--- config.mk ---
export PLATFORM = sky130hd
export DESIGN_NAME = gka_hash_unit
export DESIGN_NICKNAME = d
export VERILOG_FILES = /design/src/rtl/core/gka_pkg.sv /design/src/rtl/core/gka_hash_unit.sv
export SDC_FILE = /design/constraint.sdc
export NUM_CORES = 1
export LEC_CHECK = 0
export BUFFER_PORTS_ARGS = -buffer_cell sky130_fd_sc_hd__buf_4
export CORE_MARGIN = 3
export CORE_UTILIZATION = 55
export CTS_CLUSTER_DIAMETER = 120
export DETAILED_ROUTE_END_ITERATION = 12
export HOLD_SLACK_MARGIN = 0.02
export PLACE_DENSITY = 0.7
export SETUP_SLACK_MARGIN = 0.2
export SYNTH_ARGS = -nofsm -noshare
export SYNTH_HDL_FRONTEND = slang
export SYNTH_SLANG_ARGS = --single-unit
--- constraint.sdc ---
create_clock -name clk -period 9.25 [get_ports clk]
set_input_delay 0.925 -clock clk [delete_from_list [all_inputs] [get_ports clk]]
set_output_delay 0.925 -clock clk [all_outputs]
set_load 0.005 [all_outputs]
--- src/rtl/core/gka_pkg.sv ---
`timescale 1ns / 1ps
`default_nettype none
// ----------------------------------------------------------------------------
// gka_pkg: shared types and constants of the group key id assigner
// Table sizes, derived widths, status codes and the hash unit handshake.
// ----------------------------------------------------------------------------
package gka_pkg;

	// table sizes (both powers of two)
	localparam int MAX_GROUPS = 1024;
	localparam int HASH_SLOTS = 2048;

	// field widths
	localparam int KEY_W   = 64;
	localparam int GROUP_W = $clog2(MAX_GROUPS);
	localparam int CNT_W   = GROUP_W + 1;
	localparam int SLOT_W  = $clog2(HASH_SLOTS);
	localparam int STAT_W  = 2;

	// multiplicative hash: home slot is bits [32 +: SLOT_W] of key * HASH_C
	localparam logic [KEY_W-1:0] HASH_C = 64'h9E37_79B9_7F4A_7C15;
	localparam int HASH_W = 32 + SLOT_W;
	localparam int LO_W   = (HASH_W + 1) / 2;
	localparam int HI_W   = HASH_W - LO_W;

	// result status codes
	localparam logic [STAT_W-1:0] ST_OK         = 2'd0;
	localparam logic [STAT_W-1:0] ST_NULL       = 2'd1;
	localparam logic [STAT_W-1:0] ST_FULL       = 2'd2;
	localparam logic [STAT_W-1:0] ST_UNASSIGNED = 2'd3;

	// operation codes
	localparam logic OP_CONSUME = 1'b0;
	localparam logic OP_READ    = 1'b1;

	// hash unit request and response
	typedef struct packed {
		logic              start;
		logic [HASH_W-1:0] key_bits;
	} hash_req_t;

	typedef struct packed {
		logic              done;
		logic [SLOT_W-1:0] slot;
	} hash_rsp_t;

	// one hash table slot
	typedef struct packed {
		logic               valid;
		logic [GROUP_W-1:0] group;
		logic [KEY_W-1:0]   key;
	} slot_t;

endpackage
`default_nettype wire

--- src/rtl/core/gka_hash_unit.sv ---
`timescale 1ns / 1ps
`default_nettype none
// ----------------------------------------------------------------------------
// gka_hash_unit: iterative multiplicative hash
// One half-width multiplier is reused for three partial products of the key
// and the hash constant, summed into an accumulator.
// ----------------------------------------------------------------------------
module gka_hash_unit (
	input  logic               clk,
	input  logic               arst_n,
	input  gka_pkg::hash_req_t hreq,
	output gka_pkg::hash_rsp_t hrsp
);
	import gka_pkg::*;

	localparam logic [2:0] H_IDLE = 3'd0;
	localparam logic [2:0] H_LL   = 3'd1;
	localparam logic [2:0] H_HL   = 3'd2;
	localparam logic [2:0] H_LH   = 3'd3;
	localparam logic [2:0] H_LAST = 3'd4;

	localparam logic [HASH_W-1:0] C_BITS = HASH_C[HASH_W-1:0];
	localparam logic [LO_W-1:0]   C_LO   = C_BITS[LO_W-1:0];
	localparam logic [LO_W-1:0]   C_HI   = LO_W'(C_BITS[HASH_W-1:LO_W]);

	logic [2:0]        step_q;
	logic [HASH_W-1:0] key_q;
	logic [HASH_W-1:0] acc_q;
	logic [HASH_W-1:0] prod_s1;
	logic              add_s1;
	logic              sh_s1;
	logic              done_q;
	logic [LO_W-1:0]   op_a;
	logic [LO_W-1:0]   op_b;
	logic [2*LO_W-1:0] prod;
	logic [HASH_W-1:0] term;

	// operand select for the shared multiplier
	always_comb begin
		unique case (step_q)
			H_LL: begin
				op_a = key_q[LO_W-1:0];
				op_b = C_LO;
			end
			H_HL: begin
				op_a = LO_W'(key_q[HASH_W-1:LO_W]);
				op_b = C_LO;
			end
			H_LH: begin
				op_a = key_q[LO_W-1:0];
				op_b = C_HI;
			end
			default: begin
				op_a = '0;
				op_b = '0;
			end
		endcase
	end

	assign prod = (2*LO_W)'(op_a) * (2*LO_W)'(op_b);

	// cross products land one half-word up
	assign term = sh_s1 ? {prod_s1[HASH_W-LO_W-1:0], {LO_W{1'b0}}} : prod_s1;

	// step sequencer
	always_ff @(posedge clk or negedge arst_n) begin
		if (!arst_n) begin
			step_q <= H_IDLE;
			add_s1 <= 1'b0;
			done_q <= 1'b0;
		end else begin
			done_q <= (step_q == H_LAST);
			add_s1 <= (step_q == H_LL) || (step_q == H_HL) || (step_q == H_LH);
			unique case (step_q)
				H_IDLE:  if (hreq.start) step_q <= H_LL;
				H_LL:    step_q <= H_HL;
				H_HL:    step_q <= H_LH;
				H_LH:    step_q <= H_LAST;
				default: step_q <= H_IDLE;
			endcase
		end
	end

	// operand capture, product register and accumulator
	always_ff @(posedge clk) begin
		prod_s1 <= prod[HASH_W-1:0];
		sh_s1   <= (step_q != H_LL);
		if (step_q == H_IDLE && hreq.start) begin
			key_q <= hreq.key_bits;
			acc_q <= '0;
		end else if (add_s1) begin
			acc_q <= acc_q + term;
		end
	end

	assign hrsp.done = done_q;
	assign hrsp.slot = acc_q[HASH_W-1:32];

endmodule
`default_nettype wire

==> reports/results.tsv, run 1 <==
metric	value	unit
crit_required	9.57	ns
wl_per_cell	19.8	um
path_common_cell	fa_1	
drive_above_1_share	8.12	%
cp-end-kind	flop	
drv_slew	0	
fmax	116	MHz
areaGrowthSynthToFinish	8.27	%
grt_max_degree	57	
critical_path_class	flop to flop	
place_congestion	1.01	
die_y	191	um
cts_tree	yes	
ys_seq_area_share	16.8	%
via_count	13600	
critPathLaunchType	flop	
hold_class	input pin to async pin	
grt-ovfl-total	0	
r2r_setup_slack	0.63	ns
crit_arrival	8.94	ns
ys_seq_elements	135	
synth_most_common_cell	inv_1	
status	finished, final reports clean	
postSynthCellCount	1944	
synth.cell_area	18800	um^2
grt_pass1_wl	76900	um
worst-path-max-fanout	8	
fillerInstances	2899	
synth_flop_cell	dfxtp_1	
yosysWarnings	0	
drc_errors	0	
drv_cap	0	
vias_per_cell	5.54	
ctsHtreeMaxLevel	4	
hold_violations	0	
drt_iter0_drc	1082	
die_x	191	um
fin_hold_ws	0.303	ns
post_cts_resized	0	
initial_utilization	56.0	%
final_nets	2579	
numCtsBuffers	17	
synth.top_cell.area_share	30.8	%
num_io_pins	58	
fin_crit_sh	93.2	%
port_buffers	57	
synth_area_per_cell	9.69	um^2
dpl.hpwl	42000	um
synth_edf_count	43	
die_area	36500	um^2
tightestPinTransition	0.938	ns
synth_nets	2528	
cpMaxStageDelayCell	fa_1	
synth_area_leaders	fa_1 (31%), ha_1 (16%), dfxtp_1 (9.2%)	
rsz0062_at_grt	false	
root_buffer	clkbuf_16	
skew	0.0158	ns
max_stage_delay	0.57	ns
rr_worst_depth	26	
antenna_found_initial	3	
antenna_left	0	
routed_wl	48600	um
coreArea	33600	um^2
timing.rr.end	prod_s1[38]$_DFF_P_	
cts_buffer_depth	2	
ys_types	76	
track_usage	27.7	%
cts-hold-fix-buffers	0	
finalSetupViolations	0	
min_period	8.62	ns
r2r-start	step_q[1]$_DFFE_PN0P_	
postSynth.asyncResetShare	3.70	%
synth_largest_area_cell	fa_1	
clkTransAtPathRegs	0.07	ns
rows	67	
postCtsSetupRepairBufs	0	
grt_pass1_vias	14100	
clock_latency	0.44	ns
max_slew_margin	37.3	%
synth_common_cells	inv_1 (448), fa_1 (290), ha_1 (248), nor2_1 (109), dfxtp_1 (87)	
numClockSinks	135	
setup_tns	0	ns
dr.pass1.iters	5	
-- cell families (layout without fill, tap and decap cells) --
kind of cell | Yosys count | count (layout) | share of synthesized area [%]
AO/OA/AOI/OAI | 318 | 318 | 11.5
AND/OR/NAND/NOR | 329 | 329 | 8.21
flip-flops | 135 | 135 | 16.8
other | 0 | 3 | 0
multiplexers | 47 | 47 | 2.64
buffers and inverters | 508 | 572 | 10.4
XOR/XNOR | 69 | 69 | 3.21
adder cells (fa/ha/maj) | 538 | 538 | 47.3
-- cell type report --
| type | instances | area, um^2 | area share [%] |
|---|---|---|---|
| Inverter | 452 | 1700 | 8.32 |
| Sequential cell | 135 | 3160 | 15.5 |
| Tap cell | 448 | 561 | 2.75 |
| Clock inverter | 14 | 135 | 0.663 |
| Clock buffer | 18 | 439 | 2.15 |
| Multi-Input combinational cell | 1301 | 13700 | 67.3 |
| Antenna cell | 3 | 7.51 | 0.0368 |
| Timing Repair Buffer | 88 | 661 | 3.24 |
-- per-layer routing --
metal / wire length (um) / track usage (%)
met5: 0 / 0
met2: 23000 / 44.6
met4: 1480 / 9.37
met3: 3390 / 6.64
met1: 20800 / 37.0
-- worst max-delay path by stage --
stage,slack (ns),from,cells after the start,end
2_1_floorplan,1.28,step_q[0]$_DFFE_PN0P_,28,prod_s1[38]$_DFF_P_
3_3_place_gp,0.93,step_q[1]$_DFFE_PN0P_,28,prod_s1[38]$_DFF_P_
6_report,0.63,step_q[1]$_DFFE_PN0P_,26,prod_s1[38]$_DFF_P_
3_5_place_dp,0.71,step_q[1]$_DFFE_PN0P_,26,prod_s1[38]$_DFF_P_
5_1_grt,0.22,step_q[1]$_DFFE_PN0P_,28,prod_s1[38]$_DFF_P_
4_1_cts,0.68,step_q[1]$_DFFE_PN0P_,28,prod_s1[38]$_DFF_P_
-- critical path: cells and delay by family (launching register included) --
| kind | cells | cell delay, ns |
|---|---|---|
| buf+inv | 6 | 0.76 |
| fa+ha+maj | 8 | 3.97 |
| xor+xnor | 1 | 0.15 |
| simple gates | 4 | 1.39 |
| compound gates | 7 | 1.77 |
| flops | 1 | 0.45 |
-- layout by cell type (no fill, tap or decap), drive strengths merged, types with 6 or more instances in the layout --
cell and count:
inv 461, nand2 86, and3 8, a22oi 19, a211oi 18, mux2i 26, nand4 10, a21o 68
or3 6, buf 88, a21oi 80, fa 290, nor3 18, a31oi 9, a22o 6, xnor2 47
and2 8, nand2b 9, dfxtp 87, nand3 27, edfxtp 43, o21ai 55, ha 248, o21bai 13
nor2b 31, clkbuf 18, mux2 21, nor2 109, xor2 22
-- sequential cells by signal (all words and copies together) (netlist names) --
name     count
acc_q       43
add_s1       1
done_q       1
key_q       43
prod_s1     43
sh_s1        1
step_q       3
-- through the flow --
step / worst slack (ns) / area (um^2) / cells / util, %
2_1_floorplan: 1.28 / 18800 / 1944 / -
3_3_place_gp: 0.931 / 19800 / 2424 / 58.9
3_5_place_dp: 0.709 / 19800 / 2424 / 58.9
4_1_cts: 0.678 / 20400 / 2456 / 60.6
5_1_grt: 0.220 / 20400 / 2459 / 60.6
6_report: 0.631 / 20400 / 2459 / 60.6
Power of run 1 is not shown: default switching activity piles up to over one toggle a cycle in this logic, so the estimate is an artifact.
==> run 2, diff against run 1 <==
- CORE_ASPECT_RATIO: default -> 0.8
- MAX_ROUTING_LAYER: default -> met4
- REMOVE_ABC_BUFFERS: default -> 1
==> run 2 against run 1 <==
Against the previous run:
- core utilization up 0.88 points
- worst hold slack got worse by 0.022 ns
- die area about the same
- clock-buffer cell count is the same
- via count fell by 0.29%
- flip-flop and latch count unchanged
- non-clock buffer count grew 4
- critical path type unchanged
- sequential share of layout area hardly changed
==> reports/results.tsv, run 2 (synthesis gave the netlist of run 1 again) <==
metric	value	unit	change
grt_pass1_wl	78300	um	was 76,900 um
cpMaxStageDelayCell	fa_1		unchanged
antennaDiodeCount	0		was 3
timing.rr.end	prod_s1[38]$_DFF_P_		unchanged
layout_commonest_cell	inv_1		unchanged
antenna_left	0		unchanged
crit_required	9.58	ns	was 9.57 ns
r2r_setup_slack	0.64	ns	was 0.63 ns
grt_max_degree	63		was 57
place_congestion	0.999		was 1.01
cts_tree	yes		unchanged
cts_buffer_depth	2		unchanged
drive_above_1_share	8.20	%	was 8.12%
drc_errors	0		unchanged
hold_class	input pin to async pin		unchanged
ctsHtreeMaxLevel	4		unchanged
rr_worst_depth	24		was 26
track_usage	29.1	%	was 27.7%
numCtsBuffers	17		unchanged
worst-path-max-fanout	7		was 8
rows	59		was 67
critPathLaunchType	flop		unchanged
fmax	116	MHz	about the same
max_stage_delay	0.59	ns	was 0.57 ns
max_slew_margin	39.8	%	was 37.3%
finalSetupViolations	0		unchanged
dr.pass1.iters	5		unchanged
fin_area	20400	um^2	about the same
routed_wl	48800	um	was 48,600 um
status	finished, final reports clean		unchanged
root_buffer	clkbuf_16		unchanged
final_nets	2583		was 2,579
final.setup.worst_slack	0.640	ns	was 0.631 ns
crit_arrival	8.94	ns	about the same
via_count	13600		about the same
drv_cap	0		unchanged
dpl.hpwl	42000	um	about the same
path_common_cell	fa_1		unchanged
cp_num_cells	24		was 26
fin_hold_ws	0.282	ns	was 0.303 ns
grt-ovfl-total	0		unchanged
clkTransAtPathRegs	0.06	ns	was 0.07 ns
vias_per_cell	5.57		was 5.54
numClockSinks	135		unchanged
rsz0062_at_grt	false		unchanged
die_y	171	um	was 191 um
layout_common_cells	inv_1 (447), fa_1 (290), ha_1 (248)		unchanged
placed_area	19800	um^2	about the same
drv_slew	0		unchanged
critPathTopFamily	adder cells		unchanged
min_period	8.61	ns	was 8.62 ns
critical_path_class	flop to flop		unchanged
die_area	36500	um^2	about the same
drt_iter0_drc	964		was 1,082
initial_utilization	56.8	%	was 56.0%
coreArea	33100	um^2	was 33,600 um^2
areaGrowthSynthToFinish	8.30	%	was 8.27%
r2r-start	step_q[1]$_DFFE_PN0P_		unchanged
dp_worst_setup_slack	0.223	ns	was 0.709 ns
tightestPinTransition	0.903	ns	was 0.938 ns
setup_tns	0	ns	unchanged
skew	0.0109	ns	was 0.0158 ns
cp_num_buf_inv	4		was 6
hold_violations	0		unchanged
clock_latency	0.45	ns	was 0.44 ns
die_x	213	um	was 191 um
port_buffers	57		unchanged
antenna_found_initial	0		was 3
cp-end-kind	flop		unchanged
fin_crit_sh	93.1	%	was 93.2%
num_io_pins	58		unchanged
wl_per_cell	20.0	um	was 19.8 um
grt_pass1_vias	14000		was 14,100
path_cells	and2_1 > nand2b_1 > inv_1 > nand2_1 > fa_1 > fa_1 > fa_1 > fa_1 > inv_1 > fa_1 > fa_1 > inv_1 > fa_1 > inv_1 > ha_1 > a21oi_1 > o21ai_0 > a21oi_1 > nor2_1 > or4_4 > a221o_2 > a311oi_4 > o31ai_2 > xor2_1		
reg.largest.list	acc_q (43), key_q (43), prod_s1 (43)		unchanged
==> run 2: cell types whose count changed in the layout (fill, tap and decap cells not counted), sizes merged <==
cell      before  now
buf           88   92
clkinv         4    7
clkinvlp       0    3
diode          3    0
inv          461  455
==> run 2: final cells by class <==
| cell class | instances | area (um^2) |
|---|---|---|
| Timing Repair Buffer | 92 | 691 |
| Clock buffer | 18 | 450 |
| Clock inverter | 14 | 124 |
| Inverter | 452 | 1700 |
| Tap cell | 427 | 534 |
| Multi-Input combinational cell | 1301 | 13700 |
| Sequential cell | 135 | 3160 |
| Fill cell | 2798 | 12800 |
==> run 2: what timing repair did <==
action / in CTS / in global routing
resized for setup: 1 / 1
endpoints found under the setup margin: 2 / 2
hold buffers: 0 / 0
pin swaps: 0 / 1
buffers inserted: 0 / 2
==> run 2: worst max path at each step <==
stage | start | to | slack [ns]
2_1_floorplan | step_q[1]$_DFFE_PN0P_ | prod_s1[38]$_DFF_P_ | 0.46
3_3_place_gp | step_q[1]$_DFFE_PN0P_ | prod_s1[38]$_DFF_P_ | 0.33
3_5_place_dp | step_q[1]$_DFFE_PN0P_ | prod_s1[38]$_DFF_P_ | 0.22
4_1_cts | step_q[1]$_DFFE_PN0P_ | prod_s1[38]$_DFF_P_ | 0.56
5_1_grt | step_q[1]$_DFFE_PN0P_ | prod_s1[38]$_DFF_P_ | 0.28
6_report | step_q[1]$_DFFE_PN0P_ | prod_s1[38]$_DFF_P_ | 0.64
==> run 2: through the flow <==
step / instances / util (%)
after detailed placement: 2405 / 59.7
final: 2439 / 61.5
after global placement: 2405 / 59.7
after global routing: 2439 / 61.5
after floorplan: 1888 / -
after CTS: 2437 / 61.5
==> run 2: metal layers <==
metal	global-route usage (%)	vias up	part of all wire [%]
li1	-	6380	-
met1	41.9	6748	48
met2	43.1	407	44
met3	6.33	48	7.0
met4	4.91	0	1.5
met5	-	-	0
Power of run 2 is left out for the same reason.
